File: src/hw/rtl/hfr_pkg.sv
`default_nettype none

package hfr_pkg;

    // Framing constants
    localparam logic [7:0]  FLAG_BYTE = 8'h7E;
    localparam logic [15:0] CRC_POLY  = 16'h1021;
    localparam logic [15:0] CRC_INIT  = 16'h0000;
    localparam int          SEQ_W     = 3;
    localparam logic [7:0]  CNT_MAX   = 8'hFF;

    // Configuration register indexes
    localparam int                CFG_IW          = 2;
    localparam logic [CFG_IW-1:0] REG_SERVER_ADDR = 2'd0;
    localparam logic [CFG_IW-1:0] REG_CLIENT_ADDR = 2'd1;
    localparam logic [CFG_IW-1:0] REG_MAX_INFO    = 2'd2;

    // Reset values of the configuration registers
    localparam logic [7:0] RST_SERVER_ADDR = 8'd1;
    localparam logic [7:0] RST_CLIENT_ADDR = 8'd2;
    localparam logic [7:0] RST_MAX_INFO    = 8'd64;

    // Queue between front and back
    localparam int Q_DEPTH = 8;
    localparam int Q_AW    = $clog2(Q_DEPTH);

    // One classified item: payload byte plus everything the back end needs
    typedef struct packed {
        logic [7:0] data;
        logic       hdr;     // opens a frame: flag, address, control go first
        logic [7:0] addr;
        logic [7:0] ctrl;
        logic       close;   // frame closes after this byte: FCS follows
    } q_entry_t;

    // Next byte to emit for the entry at the queue head
    typedef enum logic [2:0] {
        PH_START,
        PH_FLAG,
        PH_ADDR,
        PH_CTRL,
        PH_DATA,
        PH_FCS_LO,
        PH_FCS_HI
    } phase_t;

    // CRC-16, MSB first, one byte
    function automatic logic [15:0] crc16_byte(input logic [15:0] crc, input logic [7:0] b);
        logic [15:0] c;
        c = crc ^ {b, 8'h00};
        for (int k = 0; k < 8; k++)
        begin
            if (c[15])
                c = {c[14:0], 1'b0} ^ CRC_POLY;
            else
                c = {c[14:0], 1'b0};
        end
        return c;
    endfunction

endpackage

`default_nettype wire

File: src/hw/rtl/hfr_front.sv
`default_nettype none

module hfr_front (
    input  wire logic                       clk,
    input  wire logic                       rst_n,
    input  wire logic                       cfg_valid,
    input  wire logic [hfr_pkg::CFG_IW-1:0] cfg_index,
    input  wire logic [7:0]                 cfg_data,
    input  wire logic                       in_valid,
    output logic                            in_ready,
    input  wire logic [7:0]                 in_byte,
    input  wire logic                       in_last,
    input  wire logic                       in_dest,
    input  wire logic                       q_full,
    output logic                            q_push,
    output hfr_pkg::q_entry_t               q_entry
);
    import hfr_pkg::*;

    logic [7:0]       server_addr_reg;
    logic [7:0]       client_addr_reg;
    logic [7:0]       max_info_reg;
    logic [SEQ_W-1:0] seq_reg [2];
    logic             inside_reg;
    logic             inside_next;
    logic [7:0]       count_reg;
    logic [7:0]       count_next;
    logic             dest_reg;
    logic             dest_next;

    logic             dest;
    logic [7:0]       limit;
    logic [7:0]       count_base;
    logic [7:0]       count_inc;
    logic             close;
    logic             accept;

    // Configuration writes
    always_ff @(posedge clk or negedge rst_n)
    begin
        if (!rst_n)
        begin
            server_addr_reg <= RST_SERVER_ADDR;
            client_addr_reg <= RST_CLIENT_ADDR;
            max_info_reg    <= RST_MAX_INFO;
        end
        else if (cfg_valid)
        begin
            case (cfg_index)
                REG_SERVER_ADDR: server_addr_reg <= cfg_data;
                REG_CLIENT_ADDR: client_addr_reg <= cfg_data;
                REG_MAX_INFO:    max_info_reg    <= cfg_data;
                default:         ;
            endcase
        end
    end

    assign in_ready = !q_full;
    assign accept   = in_valid && in_ready;
    assign q_push   = accept;

    // Classify the item against the open frame
    always_comb
    begin
        limit      = (max_info_reg == 8'd0) ? 8'd1 : max_info_reg;
        dest       = inside_reg ? dest_reg : in_dest;
        count_base = inside_reg ? count_reg : 8'd0;
        count_inc  = (count_base == CNT_MAX) ? CNT_MAX : count_base + 8'd1;
        close      = in_last || (count_inc >= limit);

        q_entry.data  = in_byte;
        q_entry.hdr   = !inside_reg;
        q_entry.addr  = dest ? server_addr_reg : client_addr_reg;
        q_entry.ctrl  = {3'b000, 1'b1, seq_reg[dest], 1'b0};
        q_entry.close = close;

        inside_next = inside_reg;
        count_next  = count_reg;
        dest_next   = dest_reg;
        if (accept)
        begin
            inside_next = !close;
            count_next  = close ? 8'd0 : count_inc;
            dest_next   = dest;
        end
    end

    // Frame state
    always_ff @(posedge clk or negedge rst_n)
    begin
        if (!rst_n)
        begin
            inside_reg <= 1'b0;
            count_reg  <= 8'd0;
            dest_reg   <= 1'b0;
            seq_reg[0] <= '0;
            seq_reg[1] <= '0;
        end
        else
        begin
            inside_reg <= inside_next;
            count_reg  <= count_next;
            dest_reg   <= dest_next;
            if (accept && !inside_reg)
                seq_reg[dest] <= seq_reg[dest] + SEQ_W'(1);
        end
    end

endmodule

`default_nettype wire

File: src/hw/rtl/hfr_fifo.sv
`default_nettype none

module hfr_fifo (
    input  wire logic              clk,
    input  wire logic              rst_n,
    input  wire logic              push,
    input  wire hfr_pkg::q_entry_t push_data,
    output logic                   full,
    input  wire logic              pop,
    output logic                   head_valid,
    output hfr_pkg::q_entry_t      head
);
    import hfr_pkg::*;

    q_entry_t        mem_reg [Q_DEPTH];
    logic [Q_AW-1:0] wr_ptr_reg;
    logic [Q_AW-1:0] rd_ptr_reg;
    logic [Q_AW:0]   count_reg;
    logic [Q_AW:0]   count_next;

    assign full       = (count_reg == (Q_AW+1)'(Q_DEPTH));
    assign head_valid = (count_reg != '0);
    assign head       = mem_reg[rd_ptr_reg];

    always_comb
    begin
        count_next = count_reg;
        case ({push, pop})
            2'b10:   count_next = count_reg + (Q_AW+1)'(1);
            2'b01:   count_next = count_reg - (Q_AW+1)'(1);
            default: count_next = count_reg;
        endcase
    end

    // Entry storage
    always_ff @(posedge clk)
    begin
        if (push)
            mem_reg[wr_ptr_reg] <= push_data;
    end

    // Pointers and fill level
    always_ff @(posedge clk or negedge rst_n)
    begin
        if (!rst_n)
        begin
            wr_ptr_reg <= '0;
            rd_ptr_reg <= '0;
            count_reg  <= '0;
        end
        else
        begin
            if (push)
                wr_ptr_reg <= wr_ptr_reg + Q_AW'(1);
            if (pop)
                rd_ptr_reg <= rd_ptr_reg + Q_AW'(1);
            count_reg <= count_next;
        end
    end

endmodule

`default_nettype wire

File: src/hw/rtl/hfr_back.sv
`default_nettype none

module hfr_back (
    input  wire logic              clk,
    input  wire logic              rst_n,
    input  wire logic              q_valid,
    input  wire hfr_pkg::q_entry_t q_head,
    output logic                   q_pop,
    output logic                   out_valid,
    input  wire logic              out_ready,
    output logic [7:0]             out_byte,
    output logic                   out_frame_end,
    output logic                   out_run_last
);
    import hfr_pkg::*;

    phase_t      ph_reg;
    phase_t      ph_next;
    phase_t      eff;
    phase_t      follow;
    logic [15:0] crc_reg;
    logic [15:0] crc_next;
    logic        out_valid_reg;
    logic        out_valid_next;
    logic [7:0]  byte_reg;
    logic        fe_reg;
    logic        rl_reg;

    logic        load;
    logic        entry_done;
    logic [7:0]  byte_sel;
    logic        fe_sel;
    logic        rl_sel;
    logic [15:0] crc_in;

    assign load = q_valid && (!out_valid_reg || out_ready);

    // Byte sequencer over the head entry
    always_comb
    begin
        eff = ph_reg;
        if (ph_reg == PH_START)
            eff = q_head.hdr ? PH_FLAG : PH_DATA;

        byte_sel   = q_head.data;
        fe_sel     = 1'b0;
        rl_sel     = 1'b0;
        entry_done = 1'b0;
        follow     = PH_START;
        case (eff)
            PH_FLAG:
            begin
                byte_sel = FLAG_BYTE;
                follow   = PH_ADDR;
            end
            PH_ADDR:
            begin
                byte_sel = q_head.addr;
                follow   = PH_CTRL;
            end
            PH_CTRL:
            begin
                byte_sel = q_head.ctrl;
                follow   = PH_DATA;
            end
            PH_DATA:
            begin
                byte_sel = q_head.data;
                if (q_head.close)
                    follow = PH_FCS_LO;
                else
                begin
                    rl_sel     = 1'b1;
                    entry_done = 1'b1;
                end
            end
            PH_FCS_LO:
            begin
                byte_sel = crc_reg[7:0];
                follow   = PH_FCS_HI;
            end
            PH_FCS_HI:
            begin
                byte_sel   = crc_reg[15:8];
                fe_sel     = 1'b1;
                rl_sel     = 1'b1;
                entry_done = 1'b1;
            end
            default:
            begin
                follow = PH_START;
            end
        endcase

        q_pop   = load && entry_done;
        ph_next = ph_reg;
        if (load)
            ph_next = entry_done ? PH_START : follow;

        // CRC restarts on the flag, holds while the FCS goes out
        crc_in   = (eff == PH_FLAG) ? CRC_INIT : crc_reg;
        crc_next = crc_reg;
        if (load && eff != PH_FCS_LO && eff != PH_FCS_HI)
            crc_next = crc16_byte(crc_in, byte_sel);

        out_valid_next = out_valid_reg;
        if (load)
            out_valid_next = 1'b1;
        else if (out_ready)
            out_valid_next = 1'b0;
    end

    // Control state
    always_ff @(posedge clk or negedge rst_n)
    begin
        if (!rst_n)
        begin
            ph_reg        <= PH_START;
            crc_reg       <= CRC_INIT;
            out_valid_reg <= 1'b0;
        end
        else
        begin
            ph_reg        <= ph_next;
            crc_reg       <= crc_next;
            out_valid_reg <= out_valid_next;
        end
    end

    // Output register
    always_ff @(posedge clk)
    begin
        if (load)
        begin
            byte_reg <= byte_sel;
            fe_reg   <= fe_sel;
            rl_reg   <= rl_sel;
        end
    end

    assign out_valid     = out_valid_reg;
    assign out_byte      = byte_reg;
    assign out_frame_end = fe_reg;
    assign out_run_last  = rl_reg;

    // A frame close is always the last byte of its item
    a_fe_is_last: assert property (@(posedge clk) disable iff (!rst_n)
        out_valid_reg && fe_reg |-> rl_reg)
        else $error("frame end without run end");

    // Low FCS byte is always followed by the high one
    a_fcs_order: assert property (@(posedge clk) disable iff (!rst_n)
        load && eff == PH_FCS_LO |=> ph_reg == PH_FCS_HI)
        else $error("FCS sequence broken");

    // Mid-sequence the entry must still sit at the queue head
    a_head_held: assert property (@(posedge clk) disable iff (!rst_n)
        ph_reg != PH_START |-> q_valid)
        else $error("queue head lost mid-sequence");

endmodule

`default_nettype wire

File: src/hw/rtl/hdlc_iframe_tx_framer_top.sv
// HDLC I-frame transmit framer with CRC-16 FCS.
// With the queue empty, an item goes into the queue, then its first byte into the output register.
// Throughput: one input item per cycle while the 8-entry queue has room; output runs
// one byte per cycle while the receiver is ready. An item puts out its data byte, plus flag,
// address and control when it opens a frame and two FCS bytes when it closes one (up to 6 bytes).
// Reset: config to server 1, client 2, max 64; send numbers zero, no frame open, queue empty.
`default_nettype none

module hdlc_iframe_tx_framer_top (
    input  wire logic                       clk,
    input  wire logic                       rst_n,
    input  wire logic                       cfg_valid,
    output logic                            cfg_ready,
    input  wire logic [hfr_pkg::CFG_IW-1:0] cfg_index,
    input  wire logic [7:0]                 cfg_data,
    input  wire logic                       s_tvalid,
    output logic                            s_tready,
    input  wire logic [7:0]                 s_tdata,   // [7:0] payload_byte
    input  wire logic                       s_tlast,   // message_end
    input  wire logic                       s_tuser,   // [0] to_server
    output logic                            m_tvalid,
    input  wire logic                       m_tready,
    output logic [7:0]                      m_tdata,   // [7:0] out_byte
    output logic                            m_tlast,   // frame_end
    output logic                            m_tuser    // [0] run_last
);
    import hfr_pkg::*;

    logic     q_full;
    logic     q_push;
    logic     q_pop;
    logic     q_valid;
    q_entry_t q_in;
    q_entry_t q_head;

    assign cfg_ready = 1'b1;

    hfr_front u_front (
        .clk       (clk),
        .rst_n     (rst_n),
        .cfg_valid (cfg_valid),
        .cfg_index (cfg_index),
        .cfg_data  (cfg_data),
        .in_valid  (s_tvalid),
        .in_ready  (s_tready),
        .in_byte   (s_tdata),
        .in_last   (s_tlast),
        .in_dest   (s_tuser),
        .q_full    (q_full),
        .q_push    (q_push),
        .q_entry   (q_in)
    );

    hfr_fifo u_fifo (
        .clk        (clk),
        .rst_n      (rst_n),
        .push       (q_push),
        .push_data  (q_in),
        .full       (q_full),
        .pop        (q_pop),
        .head_valid (q_valid),
        .head       (q_head)
    );

    hfr_back u_back (
        .clk           (clk),
        .rst_n         (rst_n),
        .q_valid       (q_valid),
        .q_head        (q_head),
        .q_pop         (q_pop),
        .out_valid     (m_tvalid),
        .out_ready     (m_tready),
        .out_byte      (m_tdata),
        .out_frame_end (m_tlast),
        .out_run_last  (m_tuser)
    );

endmodule

`default_nettype wire

File: config.mk
export PLATFORM = sky130hd
export DESIGN_NAME = hdlc_iframe_tx_framer_top
export DESIGN_NICKNAME = d
export VERILOG_FILES = /design/src/hw/rtl/hfr_pkg.sv /design/src/hw/rtl/hfr_front.sv /design/src/hw/rtl/hfr_fifo.sv /design/src/hw/rtl/hfr_back.sv /design/src/hw/rtl/hdlc_iframe_tx_framer_top.sv
export SDC_FILE = /design/constraint.sdc
export NUM_CORES = 1
export LEC_CHECK = 0
export BUFFER_PORTS_ARGS = -buffer_cell sky130_fd_sc_hd__buf_4
export CORE_MARGIN = 10
export CORE_UTILIZATION = 56
export DETAILED_ROUTE_END_ITERATION = 8
export GPL_TIMING_DRIVEN = 0
export PLACE_DENSITY = 0.87
export SYNTH_ARGS = -nofsm -noshare
export SYNTH_HDL_FRONTEND = slang
export SYNTH_SLANG_ARGS = --single-unit
File: constraint.sdc
create_clock -name clk -period 4.1 [get_ports clk]
set_clock_uncertainty 0.05 [all_clocks]
set_input_delay 0.82 -clock clk [delete_from_list [all_inputs] [get_ports clk]]
set_output_delay 0.82 -clock clk [all_outputs]
set_load 0.05 [all_outputs]
==> flow_summary.json, run 1 <==
{
  "start_util": 0.570,
  "min_period_ns": 3.84,
  "grt_max_degree": 71,
  "clockPowerShare": 0.225,
  "relSlewSlack": 0.196,
  "dieArea_mm2": 0.0250,
  "ir_worst_vdd_mv": 0.420,
  "cts_buffer_depth": 3,
  "ys_ff_latch": 248,
  "worstPathArrival_ns": 4.24,
  "grt_pass1_wl_mm": 35.6,
  "postLayoutCellArea_mm2": 0.0123,
  "largest_reg_flops": 168,
  "grt.overflow.total": 0,
  "met3_length_mm": 1.55,
  "numCtsBuffers": 25,
  "end_kind": "flop",
  "vias_per_cell": 6.11,
  "drt_wl_total_mm": 22.6,
  "syn_nets": 720,
  "first_pass_iters": 5,
  "synth_edf_count": 178,
  "r2r-end": "u_fifo.count_reg[3]$_DFFE_PN0P_",
  "gp_congestion": 0.928,
  "io_pins": 38,
  "setup_violations": 0,
  "yosysUniqueCellTypes": 49,
  "routed-wl-met2_mm": 11.9,
  "drive_gt1_frac": 0.287,
  "async_flop_share": 0.282,
  "portBuffers": 36,
  "dpl_cell_area_mm2": 0.0115,
  "drv_cap": 0,
  "min_period_over_period": 0.936,
  "rsz0062_at_grt": "false",
  "die_w_um": 158,
  "seqPwrFrac": 0.373,
  "fmax_mhz": 261,
  "cts_root_buf": "clkbuf_16",
  "finalMaxSlewViolations": 0,
  "antenna_cells": 0,
  "die_h_um": 158,
  "r2r_start": "u_fifo.rd_ptr_reg[1]$_DFFE_PN0P_",
  "drtIter0Drc": 568,
  "yosys_warnings": 0,
  "crit_type": "flop to flop",
  "r2r_slack_ns": 0.26,
  "power_frac_comb": 0.401,
  "post_cts_buffers": 0,
  "cp-endpoint": "u_fifo.count_reg[3]$_DFFE_PN0P_",
  "grt_pass1_vias": 6478,
  "critPathLaunch": "u_fifo.rd_ptr_reg[1]$_DFFE_PN0P_",
  "p_sw_mw": 3.54,
  "ff2ff_path_depth": 14,
  "antenna_found_initial": 0,
  "clkSlewWorstSetupHoldPaths_ns": 0.06,
  "min_path_type": "primary input to asynchronous set/reset pin",
  "netlist_instances": 680,
  "wl_per_cell_um": 22.4,
  "yosysTopAreaCellShare": 0.500,
  "maxUsedRoutingLayer": "met4",
  "status": "completed",
  "syn_area_mm2": 0.0107,
  "tightest_slew_ns": 1.20,
  "critPathMaxFanout": 10,
  "clkLatencyLatePin_ns": 0.53,
  "final_util": 0.657,
  "cp.required_ns": 4.50,
  "synthTopCellsByArea": "edfxtp_1 50%, dfrtp_1 16%, mux4_2 9.1%",
  "layout_common_cells": "178 x edfxtp_1, 77 x nand2_1, 67 x dfrtp_1",
  "htree_num_levels": 1,
  "final_common_cell": "edfxtp_1",
  "hold_viol": 0,
  "p_sw_frac": 0.353,
  "ant_nets": 0,
  "synthToLayoutAreaGrowth_pct": 15.4,
  "cts_tree": "yes",
  "drcViolationCount": 0,
  "power_leakage_nw": 4.61,
  "synth_top_cell_by_area": "edfxtp_1",
  "coreArea_mm2": 0.0188,
  "synthFlopType": "edfxtp_1",
  "critPathLaunchType": "flop",
  "hpwl_mm": 15.4,
  "avgSynthCellArea_um2": 15.7,
  "layout.nets": 797,
  "grt_usage": 0.184,
  "core.rowCount": 50,
  "pwr_density_cell_mw_per_mm2": 814,
  "seq_area_frac_synth": 0.664,
  "clock_sinks": 248,
  "p_int_mw": 6.50,
  "wirelength_met1_mm": 8.57,
  "vias": 6168
}
-- power by group through the flow --
stage               clock [mW]  combinational (mW)  sequential (mW)
floorplan                    0                2.81             3.86
detailed placement           0                3.99             3.78
global route              2.39                4.38             3.80
CTS                       2.29                4.03             3.74
global placement             0                3.70             3.75
finish                    2.26                4.03             3.75
-- layout make-up --
cell class	instances	area (um2)
multi-input cells	383	3460
flip-flops and latches	248	7100
inverters	19	71.3
clock inverters	12	116
plain buffers	27	135
well taps	234	293
repair buffers	53	447
fillers	1235	6430
clock buffers	34	709
-- worst min path at each step --
stage                                     end  slack (ns)  cells past startpoint
2_1_floorplan  u_front.seq_reg[3]$_DFFE_PN0P_        0.39                      1
5_1_grt         u_back.crc_reg[2]$_DFFE_PN0P_        0.43                      1
6_report       u_back.crc_reg[11]$_DFFE_PN0P_        0.37                      1
4_1_cts          u_back.out_valid$_DFFE_PN0P_        0.39                      1
3_3_place_gp   u_front.seq_reg[3]$_DFFE_PN0P_        0.40                      1
3_5_place_dp   u_front.seq_reg[3]$_DFFE_PN0P_        0.41                      1
-- worst max-delay path, stage by stage, from the launching register on --
cell and delay, ns:
dfrtp_1 0.48, buf_4 0.28, buf_2 0.29, clkbuf_4 0.29, mux4_2 0.31, mux2i_1 0.31
a21o_1 0.21, and2_1 0.32, ha_2 0.32, nand2_1 0.07, mux2_2 0.27, o22ai_1 0.12
o21ai_0 0.10, nor2_1 0.15, xor2_1 0.16
-- per-layer routing --
| metal | up-vias | GRT usage |
|---|---|---|
| met5 | - | 0 |
| met4 | 0 | 0.0428 |
| met3 | 49 | 0.0282 |
| met2 | 251 | 0.330 |
| met1 | 3127 | 0.228 |
| li1 | 2741 | - |
-- repair_timing --
action / in CTS / in global routing
endpoints found under the hold margin: 0 / 0
hold buffers: 0 / 0
setup endpoints to repair: 14 / 17
gates cloned: 0 / 0
gates resized for setup: 5 / 7
-- cell usage after synthesis, drive strengths merged (8+ instances only) --
| library cell | n |
|---|---|
| a21oi | 8 |
| buf | 12 |
| clkbuf | 18 |
| dfrtp | 67 |
| edfxtp | 178 |
| ha | 15 |
| inv | 18 |
| mux2 | 53 |
| mux2i | 10 |
| mux4 | 43 |
| nand2 | 77 |
| nor2 | 16 |
| nor3 | 8 |
| o21ai | 38 |
| xnor2 | 19 |
| xor2 | 26 |
-- logic make-up (layout without fill, tap and decap cells) --
logic type	count (synthesis)	count (layout)	synth area share
compound gates	83	83	0.0498
xor+xnor	45	45	0.0376
fa+ha+maj	15	15	0.0176
buf+inv	49	145	0.0193
flops	248	248	0.664
mux	106	106	0.156
other cells	1	1	0.000351
simple gates	133	133	0.0556
-- metrics by stage --
step	TNS (ns)	hold WS (ns)	instances	total power, mW	worst slack (ns)
4_1_cts	0	0.393	1012	10.1	0.0356
3_5_place_dp	-3.42	0.410	967	7.76	-0.351
2_1_floorplan	-9.50	0.386	680	6.67	-0.228
5_1_grt	0	0.431	1010	10.6	0.00623
3_3_place_gp	-172.84	0.401	950	7.45	-2.25
6_report	0	0.371	1010	10.0	0.262
Power figures use the tool's default switching activity.
==> inputs of run 2 (changes only) <==
Settings changed: PLACE_DENSITY 0.87 to unset, PLACE_DENSITY_LB_ADDON set to 0.2, RECOVER_POWER set to 100.
==> run 2 against run 1 <==
  * The run now ends with max-capacitance violations, max-slew violations left
  * Die area unchanged
  * Total power rose by 1.0%
  * Largest cell class unchanged
  * Hold slack improved by 0.046 ns
==> flow_summary.json, run 2 (synthesis gave the netlist of run 1 again) <==
{
  "failed_checks": "max-capacitance violations, max-slew violations",
  "grt_pass1_wl_mm": 35.2,
  "setup_violations": 0,
  "largest_reg_flops": 168,
  "min_period_ns": 3.85,
  "critPathMaxFanout": 12,
  "crit_type": "flop to flop",
  "layout_common_cells": "178 x edfxtp_1, 77 x nand2_1, 67 x dfrtp_1",
  "antenna_found_initial": 1,
  "min-delay-start": "u_front.seq_reg[0]$_DFFE_PN0P_",
  "final_util": 0.651,
  "antenna_cells": 0,
  "finalMaxSlewViolations": 102,
  "dieArea_mm2": 0.0250,
  "critPathMaxStageDelay_ns": 0.46,
  "drtIter0Drc": 422,
  "htree_num_levels": 1,
  "cts_buffer_depth": 3,
  "vias": 6060,
  "cp.required_ns": 4.45,
  "portBuffers": 36,
  "power_frac_comb": 0.378,
  "numCtsBuffers": 25,
  "power_leakage_nw": 4.50,
  "pwr_density_cell_mw_per_mm2": 830,
  "hold_depth": 1,
  "fill_cells": 1319,
  "hold_buffers": 0,
  "clkLatencyLatePin_ns": 0.52,
  "final_common_cell": "edfxtp_1",
  "seqPwrFrac": 0.368,
  "total_power_mw": 10.1,
  "r2r_start": "u_front.inside_reg$_DFFE_PN0P_",
  "first_pass_iters": 4,
  "hold_viol": 0,
  "post_cts_buffers": 0,
  "grt_usage": 0.180,
  "hpwl_mm": 15.3,
  "rsz0062_at_grt": "false",
  "grt.overflow.total": 0,
  "clockPowerShare": 0.254,
  "coreArea_mm2": 0.0188,
  "end_kind": "flop",
  "drt_wl_total_mm": 21.9,
  "worstPathArrival_ns": 4.20,
  "min_path_type": "flop to flop",
  "die_w_um": 158,
  "fmax_mhz": 260,
  "start_util": 0.570,
  "cts_root_buf": "clkbuf_16",
  "status": "finished with violations",
  "hold_slack_ns": 0.417,
  "cts_tree": "yes",
  "clkSlewWorstSetupHoldPaths_ns": 0.06,
  "tightest_slew_ns": 2.23,
  "die_h_um": 158,
  "ff2ff_path_depth": 16,
  "vias_per_cell": 6.00,
  "relSlewSlack": -0.493,
  "cts-resized-gates": 7,
  "grt_pass1_vias": 6412,
  "r2r_slack_ns": 0.25,
  "min_period_over_period": 0.939,
  "clock_sinks": 248,
  "p_sw_mw": 3.48,
  "core.rowCount": 50,
  "io_pins": 38,
  "drive_gt1_frac": 0.210,
  "critPathSlowestCell": "dfrtp_1",
  "critPathLaunchType": "flop",
  "drv_cap": 3,
  "ant_nets": 0,
  "p_sw_frac": 0.344,
  "r2r-end": "u_front.count_reg[0]$_DFFE_PN0P_",
  "layout.nets": 797,
  "synthToLayoutAreaGrowth_pct": 14.2,
  "p_int_mw": 6.65,
  "ir_worst_vdd_mv": 0.368,
  "grt_max_degree": 71,
  "min_to": "u_front.seq_reg[0]$_DFFE_PN0P_",
  "path_cells": "clkbuf_2 > and2_0 > ha_1 > nand3_1 > nor2_1 > and4_1 > nor2_1 > ha_1 > nand2b_1 > a21o_1 > a21o_1 > a21o_1 > a21o_1 > a21oi_4 > o21ai_4 > o31ai_1",
  "wl_per_cell_um": 21.7,
  "gp_congestion": 0.902,
  "cp_common_cell": "a21o_1",
  "drcViolationCount": 0
}
## run 2: cell types whose count changed in the layout (fill, tap and decap cells not counted), sizes merged
cell	delta
clkbuf	+32
clkinv	+1
buf	-38
bufinv	+6
clkinvlp	-1
## run 2: critical path: cells and delay by family (launching register included)
family                   cells  cell delay, ns
AO/OA/AOI/OAI                7            1.42
flip-flops                   1            0.46
AND/OR/NAND/NOR              6            1.08
buffers and inverters        1            0.25
adder cells (fa/ha/maj)      2            0.48
## run 2: power groups by stage
stage	registers [mW]	clock network [mW]	logic, mW
2_1_floorplan	3.86	0	2.81
3_3_place_gp	3.75	0	3.79
3_5_place_dp	3.76	0	4.02
4_1_cts	3.72	2.60	4.06
5_1_grt	3.78	2.71	4.20
6_report	3.73	2.58	3.83
## run 2: metal layers
layer	vias to the layer above	GRT usage	wire length, um
li1	2726	-	-
met1	3131	0.231	9180
met2	165	0.312	11300
met3	36	0.0328	1110
met4	2	0.0441	368
met5	-	0	19
## run 2: area by class of cell
| cell class | count | area (um2) | area share |
|---|---|---|---|
| plain buffers | 26 | 129 | 0.0106 |
| clock buffers | 28 | 647 | 0.0530 |
| clock inverters | 18 | 290 | 0.0238 |
| inverters | 19 | 71.3 | 0.00584 |
| multi-input cells | 383 | 3410 | 0.280 |
| flip-flops and latches | 248 | 7100 | 0.581 |
| well taps | 234 | 293 | 0.0240 |
| repair buffers | 54 | 268 | 0.0219 |
## run 2: worst max-delay path by stage
| stage | from | to | slack (ns) | depth (start not counted) |
|---|---|---|---|---|
| 6_report | u_front.inside_reg$_DFFE_PN0P_ | u_front.count_reg[0]$_DFFE_PN0P_ | 0.25 | 16 |
| 5_1_grt | u_fifo.count_reg[1]$_DFFE_PN0P_ | u_fifo.mem_reg[5][8]$_DFFE_PP_ | 0.01 | 9 |
| 4_1_cts | u_fifo.rd_ptr_reg[1]$_DFFE_PN0P_ | u_fifo.count_reg[2]$_DFFE_PN0P_ | 0.01 | 15 |
| 3_5_place_dp | u_front.inside_reg$_DFFE_PN0P_ | u_front.count_reg[0]$_DFFE_PN0P_ | -0.29 | 17 |
| 3_3_place_gp | s_tvalid | u_fifo.mem_reg[1][17]$_DFFE_PP_ | -2.55 | 5 |
| 2_1_floorplan | u_fifo.count_reg[1]$_DFFE_PN0P_ | u_fifo.mem_reg[1][0]$_DFFE_PP_ | -0.23 | 7 |
## run 2: metrics by stage
stage / std cells / worst slack, ns / TNS, ns / cell area (um2)
after CTS: 1013 / 0.0136 / 0 / 12400
after detailed placement: 968 / -0.291 / -2.71 / 11500
after global placement: 950 / -2.55 / -214.47 / 11300
final: 1010 / 0.251 / 0 / 12200
after global routing: 1010 / 0.0127 / 0 / 12200
after floorplan: 680 / -0.228 / -9.50 / 10700
